File: src/hw/rtl/rhps_pkg.sv
`timescale 1ns / 1ps
// ----------------------------------------------------------------------------
// rhps_pkg
// Shared types, constants and modular helpers for the rolling hash splitter.
// ----------------------------------------------------------------------------
package rhps_pkg;

  localparam int unsigned DefaultWindow = 10;
  localparam logic [30:0] KR_PRIME = 31'd1999999973;
  localparam logic [63:0] KrPrimeWide = 64'd1999999973;
  localparam logic [4:0] ByteLast = 5'd7;
  localparam logic [4:0] DivLast = 5'd30;

  typedef enum logic {
    CFG_PHRASE_MODULUS = 1'b0,
    CFG_SENTINEL_LIMIT = 1'b1
  } cfg_index_t;

  typedef enum logic [2:0] {
    ST_IDLE,
    ST_WEIGHT,
    ST_SHIFT,
    ST_DIVIDE,
    ST_OUTPUT
  } back_state_t;

  typedef struct packed {
    logic [7:0]  text_byte;
    logic [7:0]  oldest;
    logic        rejected;
    logic [31:0] char_index;
  } cmd_t;

  // 256^(window-1) mod prime, worked out at elaboration
  function automatic logic [30:0] kr_weight(input int unsigned window);
    logic [63:0] v;
    int unsigned i;
    v = 64'd1;
    for (i = 1; i < window; i++) begin
      v = (v * 64'd256) % KrPrimeWide;
    end
    return v[30:0];
  endfunction

  // one conditional subtract, input below twice the prime
  function automatic logic [30:0] mod_fix(input logic [31:0] x);
    logic [31:0] d;
    d = x - {1'b0, KR_PRIME};
    return (x >= {1'b0, KR_PRIME}) ? d[30:0] : x[30:0];
  endfunction

endpackage

File: src/hw/rtl/rhps_cmd_queue.sv
`timescale 1ns / 1ps
// ----------------------------------------------------------------------------
// rhps_cmd_queue
// Two-entry queue of classified bytes between the front and back parts.
// ----------------------------------------------------------------------------
module rhps_cmd_queue
  import rhps_pkg::*;
(
  input  logic clk,
  input  logic rst,
  input  logic wr_en,
  input  cmd_t wr_data,
  output logic full,
  input  logic rd_en,
  output logic rd_valid,
  output cmd_t rd_data
);

  cmd_t mem [2];
  logic wr_ptr;
  logic rd_ptr;
  logic [1:0] count;

  assign full = (count == 2'd2);
  assign rd_valid = (count != 2'd0);
  assign rd_data = mem[rd_ptr];

  always_ff @(posedge clk) begin
    if (wr_en) begin
      mem[wr_ptr] <= wr_data;
    end
  end

  always_ff @(posedge clk) begin
    if (rst) begin
      wr_ptr <= 1'b0;
      rd_ptr <= 1'b0;
      count <= 2'd0;
    end else begin
      if (wr_en) begin
        wr_ptr <= ~wr_ptr;
      end
      if (rd_en) begin
        rd_ptr <= ~rd_ptr;
      end
      count <= count + {1'b0, wr_en} - {1'b0, rd_en};
    end
  end

endmodule

File: src/hw/rtl/rhps_front.sv
`timescale 1ns / 1ps
// ----------------------------------------------------------------------------
// rhps_front
// Accepts bytes, checks the sentinel, keeps the window, count and halt flag.
// ----------------------------------------------------------------------------
module rhps_front
  import rhps_pkg::*;
#(
  parameter int unsigned WINDOW = DefaultWindow
) (
  input  logic       clk,
  input  logic       rst,
  input  logic       accept,
  input  logic [7:0] text_byte,
  input  logic [7:0] sentinel_limit,
  output cmd_t       cmd
);

  logic [7:0] ring [WINDOW];
  logic [31:0] count;
  logic halted;
  logic bad;

  assign bad = halted || (text_byte <= sentinel_limit);

  always_comb begin
    cmd.text_byte = text_byte;
    cmd.oldest = ring[WINDOW-1];
    cmd.rejected = bad;
    cmd.char_index = count;
  end

  always_ff @(posedge clk) begin
    if (rst) begin
      count <= '0;
      halted <= 1'b0;
      for (int i = 0; i < WINDOW; i++) begin
        ring[i] <= '0;
      end
    end else if (accept) begin
      if (bad) begin
        halted <= 1'b1;
      end else begin
        ring[0] <= text_byte;
        for (int i = 1; i < WINDOW; i++) begin
          ring[i] <= ring[i-1];
        end
        if (count != '1) begin
          count <= count + 32'd1;
        end
      end
    end
  end

endmodule

File: src/hw/rtl/rhps_back.sv
`timescale 1ns / 1ps
// ----------------------------------------------------------------------------
// rhps_back
// Bit-serial hash update modulo the prime, remainder test, result register.
// ----------------------------------------------------------------------------
module rhps_back
  import rhps_pkg::*;
#(
  parameter int unsigned WINDOW = DefaultWindow
) (
  input  logic        clk,
  input  logic        rst,
  input  logic        cmd_valid,
  input  cmd_t        cmd,
  output logic        cmd_pop,
  input  logic [31:0] phrase_modulus,
  input  logic        pop,
  output logic        empty,
  output logic [30:0] window_hash,
  output logic        phrase_end,
  output logic        rejected,
  output logic [31:0] char_index
);

  localparam logic [30:0] Weight = kr_weight(WINDOW);

  back_state_t state, state_next;
  logic [4:0]  cnt;
  logic [30:0] acc;
  logic [30:0] hash_q;
  logic [31:0] rem;
  logic [30:0] dvd;
  logic [7:0]  old_sh;
  logic [7:0]  byte_q;
  logic        rej_q;
  logic [31:0] idx_q;
  logic        phrase_q;
  logic        out_valid;
  logic        out_load;

  logic [30:0] w_dbl, w_next, s_sub, sh_dbl, sh_last;
  logic [31:0] w_sum, s_up;
  logic [32:0] r_try, r_next;

  always_comb begin
    w_dbl = mod_fix({acc, 1'b0});
    w_sum = {1'b0, w_dbl} + {1'b0, Weight};
    w_next = old_sh[7] ? mod_fix(w_sum) : w_dbl;
    s_up = {1'b0, hash_q} + {1'b0, KR_PRIME} - {1'b0, w_next};
    s_sub = (hash_q >= w_next) ? (hash_q - w_next) : s_up[30:0];
    sh_dbl = mod_fix({acc, 1'b0});
    sh_last = mod_fix({1'b0, sh_dbl} + {24'd0, byte_q});
    r_try = {rem, dvd[30]};
    r_next = (r_try >= {1'b0, phrase_modulus}) ? r_try - {1'b0, phrase_modulus} : r_try;
  end

  always_comb begin
    state_next = state;
    unique case (state)
      ST_IDLE: begin
        if (cmd_valid) begin
          state_next = cmd.rejected ? ST_OUTPUT : ST_WEIGHT;
        end
      end
      ST_WEIGHT: begin
        if (cnt == ByteLast) begin
          state_next = ST_SHIFT;
        end
      end
      ST_SHIFT: begin
        if (cnt == ByteLast) begin
          state_next = ST_DIVIDE;
        end
      end
      ST_DIVIDE: begin
        if (cnt == DivLast) begin
          state_next = ST_OUTPUT;
        end
      end
      ST_OUTPUT: begin
        if (!out_valid || pop) begin
          state_next = ST_IDLE;
        end
      end
      default: state_next = ST_IDLE;
    endcase
  end

  always_comb begin
    cmd_pop = (state == ST_IDLE) && cmd_valid;
    out_load = (state == ST_OUTPUT) && (!out_valid || pop);
  end

  always_ff @(posedge clk) begin
    if (rst) begin
      state <= ST_IDLE;
      hash_q <= '0;
      out_valid <= 1'b0;
      cnt <= '0;
    end else begin
      state <= state_next;
      if (out_load) begin
        out_valid <= 1'b1;
      end else if (pop) begin
        out_valid <= 1'b0;
      end
      unique case (state)
        ST_IDLE: begin
          cnt <= '0;
        end
        ST_WEIGHT, ST_SHIFT: begin
          cnt <= (cnt == ByteLast) ? 5'd0 : cnt + 5'd1;
        end
        ST_DIVIDE: begin
          cnt <= (cnt == DivLast) ? 5'd0 : cnt + 5'd1;
        end
        ST_OUTPUT: begin
          cnt <= '0;
        end
        default: cnt <= '0;
      endcase
      if (state == ST_SHIFT && cnt == ByteLast) begin
        hash_q <= sh_last;
      end
    end
  end

  always_ff @(posedge clk) begin
    unique case (state)
      ST_IDLE: begin
        old_sh <= cmd.oldest;
        byte_q <= cmd.text_byte;
        rej_q <= cmd.rejected;
        idx_q <= cmd.char_index;
        phrase_q <= 1'b0;
        acc <= '0;
      end
      ST_WEIGHT: begin
        old_sh <= {old_sh[6:0], 1'b0};
        acc <= (cnt == ByteLast) ? s_sub : w_next;
      end
      ST_SHIFT: begin
        acc <= sh_dbl;
        if (cnt == ByteLast) begin
          dvd <= sh_last;
          rem <= '0;
        end
      end
      ST_DIVIDE: begin
        rem <= r_next[31:0];
        dvd <= {dvd[29:0], 1'b0};
        if (cnt == DivLast) begin
          phrase_q <= (phrase_modulus != '0) && (r_next == '0);
        end
      end
      ST_OUTPUT: begin
        if (out_load) begin
          window_hash <= hash_q;
          phrase_end <= phrase_q;
          rejected <= rej_q;
          char_index <= idx_q;
        end
      end
      default: acc <= '0;
    endcase
  end

  assign empty = !out_valid;

  a_hash_below_prime: assert property (@(posedge clk) disable iff (rst)
    hash_q < KR_PRIME) else $error("hash left the prime field");
  a_hold_when_stalled: assert property (@(posedge clk) disable iff (rst)
    (state == ST_OUTPUT) && out_valid && !pop |=> (state == ST_OUTPUT))
    else $error("result dropped while output stalled");
  a_count_range: assert property (@(posedge clk) disable iff (rst)
    cnt <= DivLast) else $error("step counter out of range");
  a_pop_only_idle: assert property (@(posedge clk) disable iff (rst)
    cmd_pop |=> (state == ST_WEIGHT) || (state == ST_OUTPUT))
    else $error("command taken outside idle");

endmodule

File: src/hw/rtl/rolling_hash_phrase_splitter.sv
`timescale 1ns / 1ps
// ----------------------------------------------------------------------------
// rolling_hash_phrase_splitter
// Karp-Rabin rolling hash over a byte window with phrase boundary flags.
// ----------------------------------------------------------------------------
// Input side is a queue: drive text_byte with push while full is low. The
// front part checks the byte against sentinel_limit, updates the window,
// count and halt flag in the transfer cycle and queues a command (two deep).
// The back part works one command at a time: the oldest byte's weight product
// mod the prime, then shifting in the new byte, then restoring remainder
// against phrase_modulus; a rejected byte skips these steps. The back part
// uses a bit-serial modular datapath and takes the next command only once
// the result of the last one is loaded.
// Result side is a queue: the result sits on the ports while empty is low and
// leaves on pop. A stalled result holds; the back part finishes the next byte
// into its own registers and then waits; the front keeps taking bytes until
// the command queue is full.
// Reset clears window, hash, count, halt flag and sets the registers to
// phrase_modulus 100, sentinel_limit 2. Write cfg_* only while idle.
// ----------------------------------------------------------------------------
module rolling_hash_phrase_splitter
  import rhps_pkg::*;
#(
  parameter int unsigned WINDOW = DefaultWindow
) (
  input  logic        clk,
  input  logic        rst,
  input  logic        push,
  output logic        full,
  input  logic [7:0]  text_byte,
  output logic        empty,
  input  logic        pop,
  output logic [30:0] window_hash,
  output logic        phrase_end,
  output logic        rejected,
  output logic [31:0] char_index,
  input  logic        cfg_we,
  input  logic        cfg_index,
  input  logic [31:0] cfg_data
);

  logic [31:0] phrase_modulus;
  logic [7:0]  sentinel_limit;
  logic        accept;
  cmd_t        cmd_in, cmd_out;
  logic        cmd_valid, cmd_pop;

  always_ff @(posedge clk) begin
    if (rst) begin
      phrase_modulus <= 32'd100;
      sentinel_limit <= 8'd2;
    end else if (cfg_we) begin
      unique case (cfg_index_t'(cfg_index))
        CFG_PHRASE_MODULUS: phrase_modulus <= cfg_data;
        CFG_SENTINEL_LIMIT: sentinel_limit <= cfg_data[7:0];
        default: ;
      endcase
    end
  end

  assign accept = push && !full;

  rhps_front #(.WINDOW(WINDOW)) u_front (
    .clk(clk),
    .rst(rst),
    .accept(accept),
    .text_byte(text_byte),
    .sentinel_limit(sentinel_limit),
    .cmd(cmd_in)
  );

  rhps_cmd_queue u_queue (
    .clk(clk),
    .rst(rst),
    .wr_en(accept),
    .wr_data(cmd_in),
    .full(full),
    .rd_en(cmd_pop),
    .rd_valid(cmd_valid),
    .rd_data(cmd_out)
  );

  rhps_back #(.WINDOW(WINDOW)) u_back (
    .clk(clk),
    .rst(rst),
    .cmd_valid(cmd_valid),
    .cmd(cmd_out),
    .cmd_pop(cmd_pop),
    .phrase_modulus(phrase_modulus),
    .pop(pop),
    .empty(empty),
    .window_hash(window_hash),
    .phrase_end(phrase_end),
    .rejected(rejected),
    .char_index(char_index)
  );

endmodule
File: config.mk
export PLATFORM = sky130hd
export DESIGN_NAME = rolling_hash_phrase_splitter
export DESIGN_NICKNAME = d
export VERILOG_FILES = /design/src/hw/rtl/rhps_pkg.sv /design/src/hw/rtl/rhps_cmd_queue.sv /design/src/hw/rtl/rhps_front.sv /design/src/hw/rtl/rhps_back.sv /design/src/hw/rtl/rolling_hash_phrase_splitter.sv
export SDC_FILE = /design/constraint.sdc
export NUM_CORES = 1
export LEC_CHECK = 0
export BUFFER_PORTS_ARGS = -buffer_cell sky130_fd_sc_hd__buf_2
export CAP_MARGIN = 20
export CORE_MARGIN = 4
export CORE_UTILIZATION = 40
export DETAILED_ROUTE_END_ITERATION = 10
export GPL_TIMING_DRIVEN = 1
export PLACE_DENSITY_LB_ADDON = 0.08
export SETUP_SLACK_MARGIN = 0.1
export SYNTH_ARGS = -nofsm -noshare
export SYNTH_HDL_FRONTEND = slang
export SYNTH_SLANG_ARGS = --single-unit
File: constraint.sdc
create_clock -name clk -period 22.1 [get_ports clk]
set_input_delay 4.42 -clock clk [delete_from_list [all_inputs] [get_ports clk]]
set_output_delay 4.42 -clock clk [all_outputs]
set_load 0.005 [all_outputs]
-- Word-level counts from Yosys, hierarchy flattened
Memory sizes are Yosys's and may differ from the RTL's. A register that Yosys moved wholly into a read port is not among the register bits.
Cells that the tools add are included.
- add/subtract/negate cells: 13
- $lt $le $gt $ge: 6
- eq/ne operators: 13
- multiplexer cells: 47
- bitwise logic cells: 14
- reductions and logical operators: 27
- operators by type and width (cell ; count):
    $mux W31 ; 7
    $ge A32 B31 Y1 const B ; 3
    $pmux W31 S3 ; 1
    $sub A31 B31 Y31 const B ; 3
    $mux W8 ; 10
    $pmux W32 S2 ; 1
    $pmux W31 S2 ; 1
    $sub A31 B31 Y31 ; 2
    $ge A33 B32 Y1 ; 1
    $logic_not A33 Y1 ; 1
    $mux W33 ; 1
    $sub A33 B32 Y33 ; 1
    $add A31 B31 Y32 const B ; 1
    $add A31 B8 Y32 ; 1
    $add A32 B1 Y32 const B ; 1
    $mux W32 ; 1
    $ne A32 B32 Y1 const B ; 1
    $reduce_bool A32 Y1 ; 1
    $add A31 B31 Y31 const B ; 1
    $ge A31 B31 Y1 ; 1
    $mux W3 ; 6
    $pmux W8 S2 ; 1
    $pmux W3 S5 ; 1
    $mux W1 ; 13
    25 further kinds ; 59
- bits in registers: 326
- RAM bits: 178
- bits of input ports: 46
- output and inout port bits: 67
- word-level logic and storage cells: 145
- memories kept: 2
- memory list (memory ; depth ; width ; rd ports ; clocked after memory_dff ; write ports ; RTL line ; RTL):
    u_queue.mem ; 2 ; 49 ; 1 ; 1 ; 1 ; rhps_cmd_queue.sv:19 ; cmd_t mem [2];
    u_front.ring ; 10 ; 8 ; 10 ; 0 ; 10 ; rhps_front.sv:19 ; logic [7:0] ring [WINDOW];

-- Logic depth before layout (Yosys ltp)
Gate-level depths: netlist (run 1).
- depth after elaboration: 10
- depth in mapped cells: 48
- gate-level depth less buffers: 42

-- Modules after synthesis
From an unflattened synthesis (run 1), not the netlist that was laid out.
- cell total of the unflattened synthesis: 3164
- area, all modules: 31514.0 um^2
- by module, submodules not included (module ; instances ; cells an instance ; area each (um^2) ; sequential area each (um^2)):
    rhps_back ; 1 ; 2403 ; 21050.2 ; 7076.8
    rhps_front ; 1 ; 412 ; 4892.2 ; 3062.9
    rhps_cmd_queue ; 1 ; 173 ; 3799.9 ; 3042.9
    rolling_hash_phrase_splitter ; 1 ; 176 ; 1771.7 ; 800.8

-- Least setup slack after synthesis (run 1)
OpenSTA, ideal clock, no wires.
- path kind: flip-flop to flip-flop
- start point: register u_back.acc[10]
- end point: register u_back.acc[30] (data pin)
- library setup time: 257 ps
- data arrival time: 8998 ps
- required time: 21843 ps
- path slack: 12845 ps
- cell stages (with the launch flop): 47
- path buffers: 5
- period minus slack after synthesis: 9255 ps
- path through: edfxtp_1 or2_1 nor4_1 o2111ai_2 buf_6 nand2_2 clkbuf_1 ha_1 inv_1 ha_1 clkbuf_1 nor4_1 a211o_1 a211o_1 a211oi_2 nor3_1 xnor2_2 o2111ai_1 [11 not listed] ha_1 a21o_1 a21o_1 nor2_1 o21ai_0 o2111a_1 nand2_1 o21ai_0 o211ai_1 o2111ai_1 nand2_1 o21ai_1 nand4_1 and4b_1 xor2_1 mux2i_1 mux2i_1 nand2_1
- longest elaborated chain between the ends: 10
- elaborated cells between the ends (all ways): 14
- those cells by class: 5 x add/sub; 3 x order compare; 6 x mux
- RTL lines (element ; RTL line ; RTL):
    from (decl) ; rhps_back.sv:29 ; logic [30:0] acc;
    from (signal assigned) ; rhps_back.sv:140 ; acc <= (cnt == ByteLast) ? s_sub : w_next;
    from (signal assigned) ; rhps_back.sv:143 ; acc <= sh_dbl;
    $sub A31 B31 Y31 / $ge A32 B31 Y1 (equally long branches) ; rhps_pkg.sv:48, rhps_pkg.sv:49 ;
    $mux W31 (*) ; rhps_pkg.sv:49 ; return (x >= {1'b0, KR_PRIME}) ? d[30:0] : x[30:0];
    $add A31 B31 Y32 ; rhps_back.sv:47 ; w_sum = {1'b0, w_dbl} + {1'b0, Weight};
    $sub A31 B31 Y31 / $ge A32 B31 Y1 (equally long branches) ; rhps_pkg.sv:48, rhps_pkg.sv:49 ;
    $mux W31 ; rhps_pkg.sv:49 ;
    $mux W31 ; rhps_back.sv:48 ; w_next = old_sh[7] ? mod_fix(w_sum) : w_dbl;
    $sub A31 B31 Y31, or another cell as far along ; rhps_back.sv:49 ; s_up = {1'b0, hash_q} + {1'b0, KR_PRIME} - {1'b0, w_next};
    $mux W31 ; rhps_back.sv:50 ; s_sub = (hash_q >= w_next) ? (hash_q - w_next) : s_up[30:0];
    $mux W31 ; rhps_back.sv:140 ;
    $pmux W31 S3 (*) ; rhps_back.sv:129 ; unique case (state)
Mark *: on every way between the ends. The rest lies on a longest branch, timed or not.
A chain may end at the register's enable or synchronous reset.

-- Worst setup path in the final report (run 1)
- start point: register u_back.acc[0]
- end point: register u_back.acc[26] (data pin)
Same word-level chain as after synthesis.

==> impl_metrics.env, run 1 <==
export IMPL_groute_layer_met1_usage=0.278
export IMPL_critPathCaptureType="register"
export IMPL_synth_cell_area_mm2=0.0303
export IMPL_drt_pre_antenna_iters=5
export IMPL_outcome="complete, no violations"
export IMPL_crit_required_ns=22.42
export IMPL_vdd_ir_drop_worst_mv=0.0845
export IMPL_dpl_instance_area_mm2=0.0320
export IMPL_drc=0
export IMPL_ant_nets=0
export IMPL_clk_path_buf_depth=3
export IMPL_yosys_warn_count=0
export IMPL_grt_first_pass_wirelength_mm=136
export IMPL_critical_path_arrival_ns=12.45
export IMPL_post_dp_hpwl_mm=65.4
export IMPL_wl_per_cell_um=20.9
export IMPL_insertion_delay_ns=0.64
export IMPL_antenna_found_initial=1
export IMPL_synth_main_ff_cell="sky130_fd_sc_hd__edfxtp_1"
export IMPL_critical_path_slowest_cell="sky130_fd_sc_hd__o2111ai_2"
export IMPL_floorplan_die_height_um=283
export IMPL_via_count=23200
export IMPL_setup_tns_ns=0
export IMPL_fin_crit_sh=0.549
export IMPL_synthesis_instances=3081
export IMPL_io_pins=113
export IMPL_groute_usage_overall=0.212
export IMPL_postCtsSetupBuffers=0
export IMPL_cts_hold_buffers_added=0
export IMPL_die_x_um=283
export IMPL_final_hold_vios=0
export IMPL_globalRoute_totalOverflow=0
export IMPL_die_area_mm2=0.0802
export IMPL_max_cap_violations=0
export IMPL_post_synthesis_net_count=3282
export IMPL_clock_skew_final_ns=0.0604
export IMPL_dr_first_iter_drc_count=1541
export IMPL_most_common_layout_cells="sky130_fd_sc_hd__edfxtp_1 (387), sky130_fd_sc_hd__nor2_1 (300), sky130_fd_sc_hd__nand2_1 (273)"
export IMPL_ys_seq_elements=505
export IMPL_period_needed_ns=12.13
export IMPL_placeableCoreArea_mm2=0.0747
export IMPL_slew_headroom=0.240
export IMPL_hold_class="reg -> reg"
export IMPL_design_final_nets=3371
export IMPL_clock_slew_at_reported_path_ffs_ns=0.06
export IMPL_slew_viol_final=0
export IMPL_async_flop_share=0
export IMPL_initial_cell_density_of_the_core=0.406
export IMPL_cp_buffers_inverters=3
export IMPL_worst_pin_slew_ns=1.14
export IMPL_cpLargestDelayFamily="compound AO/OA/AOI/OAI gates"
export IMPL_worst_setup_path_start_kind="register"
export IMPL_tritoncts="yes"
export IMPL_clockRootBuffer="sky130_fd_sc_hd__clkbuf_16"
export IMPL_grtUsageMet3=0.0280
export IMPL_yosys_cell_types_count=110
export IMPL_first_global_vias=23300
export IMPL_critical_path_class="reg -> reg"
export IMPL_drt_wl_total_mm=87.5
export IMPL_post_synth_cell_area_avg_um2=9.83
export IMPL_slowest_delay_ns=0.80
export IMPL_global_route_peak_usage_layer="met2"
export IMPL_num_rows=100
export IMPL_routabilityCongestion=0.933
export IMPL_max_freq_ghz=0.0824
export IMPL_cellPowerDensity_mw_per_mm2=135
export IMPL_mostFrequentLayoutCell="sky130_fd_sc_hd__edfxtp_1"
export IMPL_final_setup_viol_count=0
export IMPL_grt_start_max_net_pins=85
export IMPL_number_of_port_buffers=112
export IMPL_crit_fanout=18
export IMPL_cts_resized=0
export IMPL_layout_drive_gt1_share=0.111
export IMPL_vias_per_cell=5.54
export IMPL_groute_layer_met2_usage=0.363
export IMPL_leakagePower_nw=12.9
export IMPL_grt_setup_unrepaired="false"
export IMPL_ctsHtreeMaxLevel=2
export IMPL_final_design_area_no_fill_mm2=0.0338
export IMPL_r2r_slack_ns=9.97
export IMPL_synth_sequential_area_ratio=0.462
export IMPL_cts_num_sinks=505
export IMPL_syn2layout_area_growth_pct=11.7
export IMPL_cts_buffers_inserted=57
export IMPL_synth_edff_count=387
-- logic make-up after synthesis --
kind of cell | after synthesis | synth area share
buf+inv | 324 | 0.0420
fa+ha+maj | 161 | 0.0693
compound gates | 713 | 0.158
xor+xnor | 240 | 0.0699
flops | 505 | 0.462
simple gates | 1043 | 0.166
mux | 95 | 0.0331
-- registers in the layout, summed over array words and instances, names as in the netlist, 2 cells and up, named ones only --
register,cells
phrase_modulus,32
sentinel_limit,8
u_back.acc,31
u_back.byte_q,8
u_back.char_index,32
u_back.cnt,5
u_back.dvd,31
u_back.hash_q,31
u_back.idx_q,32
u_back.old_sh,8
u_back.rem,32
u_back.state,3
u_back.window_hash,31
u_front.count,32
u_front.ring,80
u_queue.count,2
u_queue.mem,98
-- final timing paths --
check,from,to,cells after the start
max reg2reg,u_back.acc[0],u_back.acc[26],39
min,u_back.idx_q[6],u_back.char_index[6],0
max,u_back.acc[0],u_back.acc[26],39
min reg2reg,u_back.idx_q[6],u_back.char_index[6],0
-- through the flow --
| stage | util | instances | hold WS (ns) | worst slack, ns | total power, W |
|---|---|---|---|---|---|
| CTS | 0.453 | 4186 | 0.419 | 10.17 | 0.00461 |
| finish | 0.453 | 4189 | 0.415 | 9.97 | 0.00457 |
| global placement | 0.427 | 4077 | 0.403 | 10.55 | 0.00364 |
| detailed placement | 0.428 | 4078 | 0.405 | 10.31 | 0.00365 |
| floorplan | - | 3081 | 0.400 | 12.85 | 0.00296 |
| global route | 0.453 | 4188 | 0.428 | 8.94 | 0.00489 |
-- layer usage --
metal  vias to the layer above  wire length (µm)
li1                      11300                 -
met1                     11300             38800
met2                       491             42300
met3                       145              3450
met4                         0              2910
met5                         -                 0
-- report_power, final --
group	internal [W]	total (W)	switching, W
combinational	0.000831	0.00233	0.00150
sequential	0.00124	0.00131	0.0000708
clock	0.000524	0.000926	0.000402
total	0.00260	0.00457	0.00197
-- cell usage after synthesis, types with 11 or more instances --
library cell,n,area (µm²)
sky130_fd_sc_hd__edfxtp_1,387,11600
sky130_fd_sc_hd__nor2_1,303,1140
sky130_fd_sc_hd__nand2_1,274,1030
sky130_fd_sc_hd__a21oi_1,212,1060
sky130_fd_sc_hd__inv_1,198,743
sky130_fd_sc_hd__xnor2_1,149,1310
sky130_fd_sc_hd__ha_1,142,1780
sky130_fd_sc_hd__dfxtp_1,118,2360
sky130_fd_sc_hd__o21ai_0,108,541
sky130_fd_sc_hd__and2_1,99,619
sky130_fd_sc_hd__clkbuf_1,92,345
sky130_fd_sc_hd__xor2_1,89,780
sky130_fd_sc_hd__nand3_1,81,405
sky130_fd_sc_hd__nor3_1,60,300
sky130_fd_sc_hd__mux2i_1,54,541
sky130_fd_sc_hd__a211oi_1,52,390
sky130_fd_sc_hd__a21o_1,50,375
sky130_fd_sc_hd__mux2_2,41,462
sky130_fd_sc_hd__nor4_1,36,225
sky130_fd_sc_hd__nand4_1,30,188
sky130_fd_sc_hd__o21ai_1,28,140
sky130_fd_sc_hd__nor2b_1,26,163
sky130_fd_sc_hd__o22ai_1,25,156
sky130_fd_sc_hd__and3_1,23,144
sky130_fd_sc_hd__or3_1,21,131
sky130_fd_sc_hd__a21boi_0,20,150
sky130_fd_sc_hd__a31oi_1,20,125
sky130_fd_sc_hd__nand2b_1,20,125
sky130_fd_sc_hd__o211ai_1,19,143
sky130_fd_sc_hd__o21bai_1,18,135
sky130_fd_sc_hd__o21a_1,16,120
sky130_fd_sc_hd__or2_2,16,100
sky130_fd_sc_hd__a211o_1,13,114
sky130_fd_sc_hd__fa_1,13,260
sky130_fd_sc_hd__buf_2,11,55.1
-- final cells by class --
cell class	count	area (µm²)
fill	7183	40900
multi-input combinational	2252	15100
sequential	505	14000
clock buffer	75	1550
tap	969	1210
timing repair buffer	152	885
inverter	202	758
clock inverter	33	308
antenna	1	2.50
Power figures use the tool's default switching activity.
==> inputs of run 2 (changes only) <==
--- a/config.mk
+++ b/config.mk
@@ -5,6 +5,7 @@
 export SDC_FILE = /design/constraint.sdc
 export NUM_CORES = 1
 export LEC_CHECK = 0
+export ABC_AREA = 1
 export BUFFER_PORTS_ARGS = -buffer_cell sky130_fd_sc_hd__buf_2
 export CAP_MARGIN = 20
 export CORE_MARGIN = 4
==> constraint.sdc (replaced) <==
create_clock -name clk -period 12.1 [get_ports clk]
set_input_delay 2.42 -clock clk [delete_from_list [all_inputs] [get_ports clk]]
set_output_delay 2.42 -clock clk [all_outputs]
set_load 0.005 [all_outputs]
==> impl_metrics.env, run 2 <==
export IMPL_via_count=27600
export IMPL_post_dp_hpwl_mm=85.4
export IMPL_synth_top_cells_by_count="sky130_fd_sc_hd__nand2_1 (1001), sky130_fd_sc_hd__inv_1 (634), sky130_fd_sc_hd__nor2_1 (436)"
export IMPL_cpMostUsedCell="sky130_fd_sc_hd__nand2_1"
export IMPL_synth_edff_count=387
export IMPL_routabilityCongestion=1.03
export IMPL_cts_resized=0
export IMPL_synth_cell_area_mm2=0.0321
export IMPL_wl_per_cell_um=20.4
export IMPL_initial_cell_density_of_the_core=0.406
export IMPL_cellPowerDensity_mw_per_mm2=309
export IMPL_period_needed_ns=9.21
export IMPL_crit_required_ns=12.55
export IMPL_yosys_warn_count=0
export IMPL_grt_first_pass_wirelength_mm=162
export IMPL_critPathCaptureType="register"
export IMPL_antennaDiodeCount=0
export IMPL_grt_start_max_net_pins=81
export IMPL_largest_register="u_queue.mem"
export IMPL_syn2layout_area_growth_pct=11.3
export IMPL_synthAdderAreaFrac=0.0634
export IMPL_ant_nets=0
export IMPL_yosys_top_cells_area="sky130_fd_sc_hd__edfxtp_1 (36%), sky130_fd_sc_hd__nand2_1 (12%), sky130_fd_sc_hd__inv_1 (7.4%), sky130_fd_sc_hd__dfxtp_1 (7.4%), sky130_fd_sc_hd__ha_1 (5.5%)"
export IMPL_dr_first_iter_drc_count=2412
export IMPL_tritoncts="yes"
export IMPL_die_x_um=291
export IMPL_vdd_ir_drop_worst_mv=0.161
export IMPL_yosys_area_top_type_share=0.362
export IMPL_yosys_area_share_simple=0.260
export IMPL_postCtsSetupBuffers=0
export IMPL_critical_path_slowest_cell="sky130_fd_sc_hd__a2111oi_0"
export IMPL_drt_pre_antenna_iters=7
export IMPL_clockRootBuffer="sky130_fd_sc_hd__clkbuf_16"
export IMPL_critical_path_class="reg -> reg"
export IMPL_slew_headroom=0.322
export IMPL_vias_per_cell=5.20
export IMPL_antenna_found_initial=5
export IMPL_fillers=8092
export IMPL_synth_main_ff_cell="sky130_fd_sc_hd__edfxtp_1"
export IMPL_clk_path_buf_depth=3
export IMPL_insertion_delay_ns=0.64
export IMPL_final_setup_viol_count=0
export IMPL_drt_wl_total_mm=109
export IMPL_largest_register_ff_count=98
export IMPL_netlist_top_cell_by_area="sky130_fd_sc_hd__edfxtp_1"
export IMPL_crit_fanout=52
export IMPL_mostFrequentLayoutCell="sky130_fd_sc_hd__nand2_1"
export IMPL_groute_usage_overall=0.249
export IMPL_max_cap_violations=0
export IMPL_cts_num_sinks=505
export IMPL_max_freq_ghz=0.109
export IMPL_clock_slew_at_reported_path_ffs_ns=0.06
export IMPL_number_of_port_buffers=112
export IMPL_yosys_cell_types_count=61
export IMPL_ctsHtreeMaxLevel=2
export IMPL_floorplan_die_height_um=291
export IMPL_critical_path_arrival_ns=9.66
export IMPL_yosysMostFrequentCell="sky130_fd_sc_hd__nand2_1"
export IMPL_cts_buffers_inserted=57
export IMPL_globalRoute_totalOverflow=0
export IMPL_synth_top_family_by_area="simple AND/OR/NAND/NOR gates"
export IMPL_post_synthesis_net_count=4316
export IMPL_post_synth_cell_area_avg_um2=7.81
export IMPL_placeableCoreArea_mm2=0.0793
export IMPL_grt_setup_unrepaired="false"
export IMPL_leakagePower_nw=15.9
export IMPL_fraction_of_synthesized_area_in_multiplexers=0.0147
export IMPL_drc=0
export IMPL_layout_top_registers="u_queue.mem (98), u_front.ring (80)"
export IMPL_compound_gate_portion_of_the_synthesized_area=0.0970
export IMPL_slowest_delay_ns=0.58
export IMPL_num_rows=103
export IMPL_setup_tns_ns=0
export IMPL_worst_pin_slew_ns=1.01
export IMPL_async_flop_share=0
export IMPL_final_hold_vios=0
export IMPL_power_total_w=0.0110
export IMPL_design_final_nets=4420
export IMPL_synthesis_instances=4115
export IMPL_first_global_vias=25900
export IMPL_slew_viol_final=0
export IMPL_synth_sequential_area_ratio=0.435
export IMPL_synth_xor_area_share=0.0387
export IMPL_fin_crit_sh=0.761
export IMPL_clock_skew_final_ns=0.0393
export IMPL_worst_setup_path_start_kind="register"
export IMPL_hold_class="reg -> reg"
export IMPL_layout_drive_gt1_share=0.0949
export IMPL_cts_hold_buffers_added=0
export IMPL_outcome="complete, no violations"
export IMPL_die_area_mm2=0.0849
export IMPL_most_common_layout_cells="sky130_fd_sc_hd__nand2_1 (998), sky130_fd_sc_hd__inv_1 (632), sky130_fd_sc_hd__nor2_1 (432)"
export IMPL_io_pins=113
export IMPL_ys_seq_elements=505
## run 2: path summary, 6_finish.rpt
path	from	endpoint	slack (ns)	cells after the start
max	u_back.acc[17]	u_back.acc[19]	2.89	44
min	u_back.idx_q[29]	u_back.char_index[29]	0.42	0
max reg2reg	u_back.acc[17]	u_back.acc[19]	2.89	44
min reg2reg	u_back.idx_q[29]	u_back.char_index[29]	0.42	0
## run 2: worst max-delay path: cells and delay by family, from the launching register on
kind	cells	cell delay, ns
flops	1	0.49
buf+inv	5	0.73
simple gates	27	4.78
compound gates	7	1.51
xor+xnor	1	0.15
fa+ha+maj	4	1.32
## run 2: routing by layer
layer,up-vias,global-route usage,routed length (µm)
met1,13000,0.341,48900
met5,-,0,0
met2,814,0.407,49400
met4,0,0.0815,4140
met3,190,0.0359,6150
li1,13700,-,-
## run 2: layout make-up
class	instances	area (µm²)	area share
timing repair buffer	140	791	0.0221
inverter	654	2450	0.0686
tap	1050	1310	0.0367
multi-input combinational	2861	15300	0.428
clock inverter	30	330	0.00923
sequential	505	14000	0.391
clock buffer	77	1590	0.0446
## run 2: cells by family after synthesis
| logic type | Yosys count |
|---|---|
| muxes | 42 |
| and+or+nand+nor | 1949 |
| xor gates and xnor gates | 142 |
| DFF | 505 |
| adders and majority gates | 155 |
| AOI/OAI and AO/OA | 573 |
| buffers and inverters | 749 |
## run 2: metrics by stage
| stage | setup slack, ns | hold WS, ns | std cells | util | instance area (µm²) |
|---|---|---|---|---|---|
| after global placement | 3.27 | 0.401 | 5209 | 0.427 | 33800 |
| after floorplan | 5.15 | 0.400 | 4115 | - | 32100 |
| after global routing | 2.17 | 0.423 | 5317 | 0.451 | 35800 |
| after detailed placement | 3.12 | 0.405 | 5209 | 0.427 | 33800 |
| after CTS | 3.10 | 0.416 | 5316 | 0.451 | 35700 |
| final | 2.89 | 0.417 | 5317 | 0.451 | 35800 |
## run 2: power by group
part	internal (W)	switching (W)	total [W]	leakage, nW
logic	0.00188	0.00497	0.00684	10.2
clock network	0.00102	0.000736	0.00175	0.935
registers	0.00228	0.000164	0.00245	4.81
==> inputs of run 3 (changes only) <==
--- a/config.mk
+++ b/config.mk
@@ -5,7 +5,7 @@
 export SDC_FILE = /design/constraint.sdc
 export NUM_CORES = 1
 export LEC_CHECK = 0
-export ABC_AREA = 1
+export ABC_AREA = 0
 export BUFFER_PORTS_ARGS = -buffer_cell sky130_fd_sc_hd__buf_2
 export CAP_MARGIN = 20
 export CORE_MARGIN = 4
==> constraint.sdc (replaced) <==
create_clock -name clk -period 8.9 [get_ports clk]
set_input_delay 1.78 -clock clk [delete_from_list [all_inputs] [get_ports clk]]
set_output_delay 1.78 -clock clk [all_outputs]
set_load 0.005 [all_outputs]
==> impl_metrics.env, run 3 (synthesis gave the netlist of run 1 again) <==
export IMPL_period_needed_ns=8.63
export IMPL_max_cap_violations=0
export IMPL_number_of_port_buffers=112
export IMPL_first_global_vias=24100
export IMPL_sw_frac_of_total=0.415
export IMPL_critical_path_class="reg -> reg"
export IMPL_cellPowerDensity_mw_per_mm2=346
export IMPL_layout_top_registers="u_queue.mem (98), u_front.ring (80)"
export IMPL_cts_num_sinks=505
export IMPL_globalRoute_totalOverflow=0
export IMPL_outcome="complete, no violations"
export IMPL_design_final_nets=3621
export IMPL_grt_start_max_net_pins=81
export IMPL_leakagePower_nw=14.2
export IMPL_num_rows=100
export IMPL_crit_required_ns=9.22
export IMPL_placeableCoreArea_mm2=0.0747
export IMPL_finalNonFillerCells=4439
export IMPL_cts_hold_buffers_added=0
export IMPL_layout_drive_gt1_share=0.193
export IMPL_drc=0
export IMPL_largest_register_ff_count=98
export IMPL_floorplan_die_height_um=283
export IMPL_io_pins=113
export IMPL_vias_per_cell=5.47
export IMPL_syn2layout_area_growth_pct=19.7
export IMPL_vdd_ir_drop_worst_mv=0.192
export IMPL_max_freq_ghz=0.116
export IMPL_antenna_found_initial=0
export IMPL_worst_setup_path_start_kind="register"
export IMPL_place_detailed_instances=4308
export IMPL_ctsHtreeMaxLevel=2
export IMPL_groute_usage_overall=0.218
export IMPL_final_setup_viol_count=0
export IMPL_cellInternalPower_w=0.00734
export IMPL_worst_pin_slew_ns=0.976
export IMPL_fin_crit_sh=0.969
export IMPL_clockRootBuffer="sky130_fd_sc_hd__clkbuf_16"
export IMPL_clock_skew_final_ns=0.0548
export IMPL_die_x_um=283
export IMPL_slew_viol_final=0
export IMPL_power_switching_w=0.00521
export IMPL_critical_path_slowest_cell="sky130_fd_sc_hd__edfxtp_1"
export IMPL_initial_cell_density_of_the_core=0.406
export IMPL_final_hold_vios=0
export IMPL_critPathCaptureType="register"
export IMPL_routabilityCongestion=0.936
export IMPL_combinationalPowerShare=0.550
export IMPL_tritoncts="yes"
export IMPL_power_total_w=0.0126
export IMPL_cpLargestDelayFamily="compound AO/OA/AOI/OAI gates"
export IMPL_most_common_layout_cells="sky130_fd_sc_hd__edfxtp_1 (387), sky130_fd_sc_hd__nor2_1 (297), sky130_fd_sc_hd__buf_4 (284)"
export IMPL_dr_first_iter_drc_count=1583
export IMPL_slew_headroom=0.350
export IMPL_cts_buffers_inserted=57
export IMPL_crit_fanout=7
export IMPL_clock_slew_at_reported_path_ffs_ns=0.06
export IMPL_largest_register="u_queue.mem"
export IMPL_post_dp_hpwl_mm=68.7
export IMPL_seqPwrFrac=0.259
export IMPL_wl_per_cell_um=20.4
export IMPL_mostFrequentLayoutCell="sky130_fd_sc_hd__edfxtp_1"
export IMPL_hold_class="reg -> reg"
export IMPL_final_design_area_no_fill_mm2=0.0363
export IMPL_critical_path_arrival_ns=8.95
export IMPL_slowest_delay_ns=0.51
export IMPL_dpl_instance_area_mm2=0.0337
export IMPL_die_area_mm2=0.0802
export IMPL_insertion_delay_ns=0.65
export IMPL_clock_power_share=0.192
export IMPL_layout_setup_ws_ns=0.274
export IMPL_drt_pre_antenna_iters=6
export IMPL_clk_path_buf_depth=3
export IMPL_drt_wl_total_mm=90.7
export IMPL_cp_buffers_inverters=3
export IMPL_via_count=24300
export IMPL_ant_nets=0
export IMPL_place_worst_setup_slack_ns=-0.247
export IMPL_grt_first_pass_wirelength_mm=139
-- run 3: changes by cell type in the layout (fill, tap and decap cells not counted), moves of 37 or more --
cell                       before  now
sky130_fd_sc_hd__nand3_1      263   78
sky130_fd_sc_hd__buf_4         27  284
sky130_fd_sc_hd__inv_1        632  196
sky130_fd_sc_hd__a211oi_1       9   46
sky130_fd_sc_hd__mux2i_1        1   53
sky130_fd_sc_hd__xnor2_1       28  143
sky130_fd_sc_hd__and2_1         0   99
sky130_fd_sc_hd__a21o_1         8   50
sky130_fd_sc_hd__nand2_1      998  271
sky130_fd_sc_hd__o21ai_0      215  102
sky130_fd_sc_hd__nor2_1       432  297
-- run 3: path summary, 6_finish.rpt --
path | from | to | slack [ns] | depth (start not counted)
worst max-delay path | u_back.acc[20] | u_back.acc[28] | 0.27 | 39
worst max register to register | u_back.acc[20] | u_back.acc[28] | 0.27 | 39
worst min register to register | u_back.idx_q[24] | u_back.char_index[24] | 0.42 | 0
worst min-delay path | u_back.idx_q[24] | u_back.char_index[24] | 0.42 | 0
-- run 3: what timing repair did --
item	4_1_cts	5_1_grt
buffers inserted	10	8
cloned	0	1
pin swaps	8	22
endpoints found under the setup margin	27	31
gates resized for setup	16	61
-- run 3: per-stage QoR --
stage               utilization  TNS (ns)  hold slack [ns]
global placement          0.451    -0.387            0.402
floorplan                     -         0            0.400
CTS                       0.480         0            0.419
finish                    0.485         0            0.418
detailed placement        0.451     -1.20            0.405
global route              0.485    -0.181            0.430
-- run 3: cell type report --
type                            instances  area (µm²)
Timing Repair Buffer                  401        2810
Multi-Input combinational cell       2253       15500
Fill cell                            6993       38400
Clock buffer                           68        1550
Antenna cell                            2        5.00
Tap cell                              969        1210
Inverter                              202         758
Sequential cell                       505       14000
Clock inverter                         39         407
-- run 3: power groups by stage --
| stage | logic (W) | clock network [W] | registers, W |
|---|---|---|---|
| 2_1_floorplan | 0.00410 | 0 | 0.00326 |
| 3_3_place_gp | 0.00666 | 0 | 0.00329 |
| 3_5_place_dp | 0.00664 | 0 | 0.00330 |
| 4_1_cts | 0.00675 | 0.00248 | 0.00325 |
| 5_1_grt | 0.00748 | 0.00258 | 0.00328 |
| 6_report | 0.00690 | 0.00241 | 0.00324 |
-- run 3: routing by layer --
layer  part of all wire  wire [µm]  GRT usage  up-vias
met5                  0          0          0        -
met4              0.031       2840     0.0667        0
met3              0.041       3720     0.0250      128
met2               0.49      44000      0.377      565
met1               0.44      40100      0.287    11800
li1                   -          -          -    11800
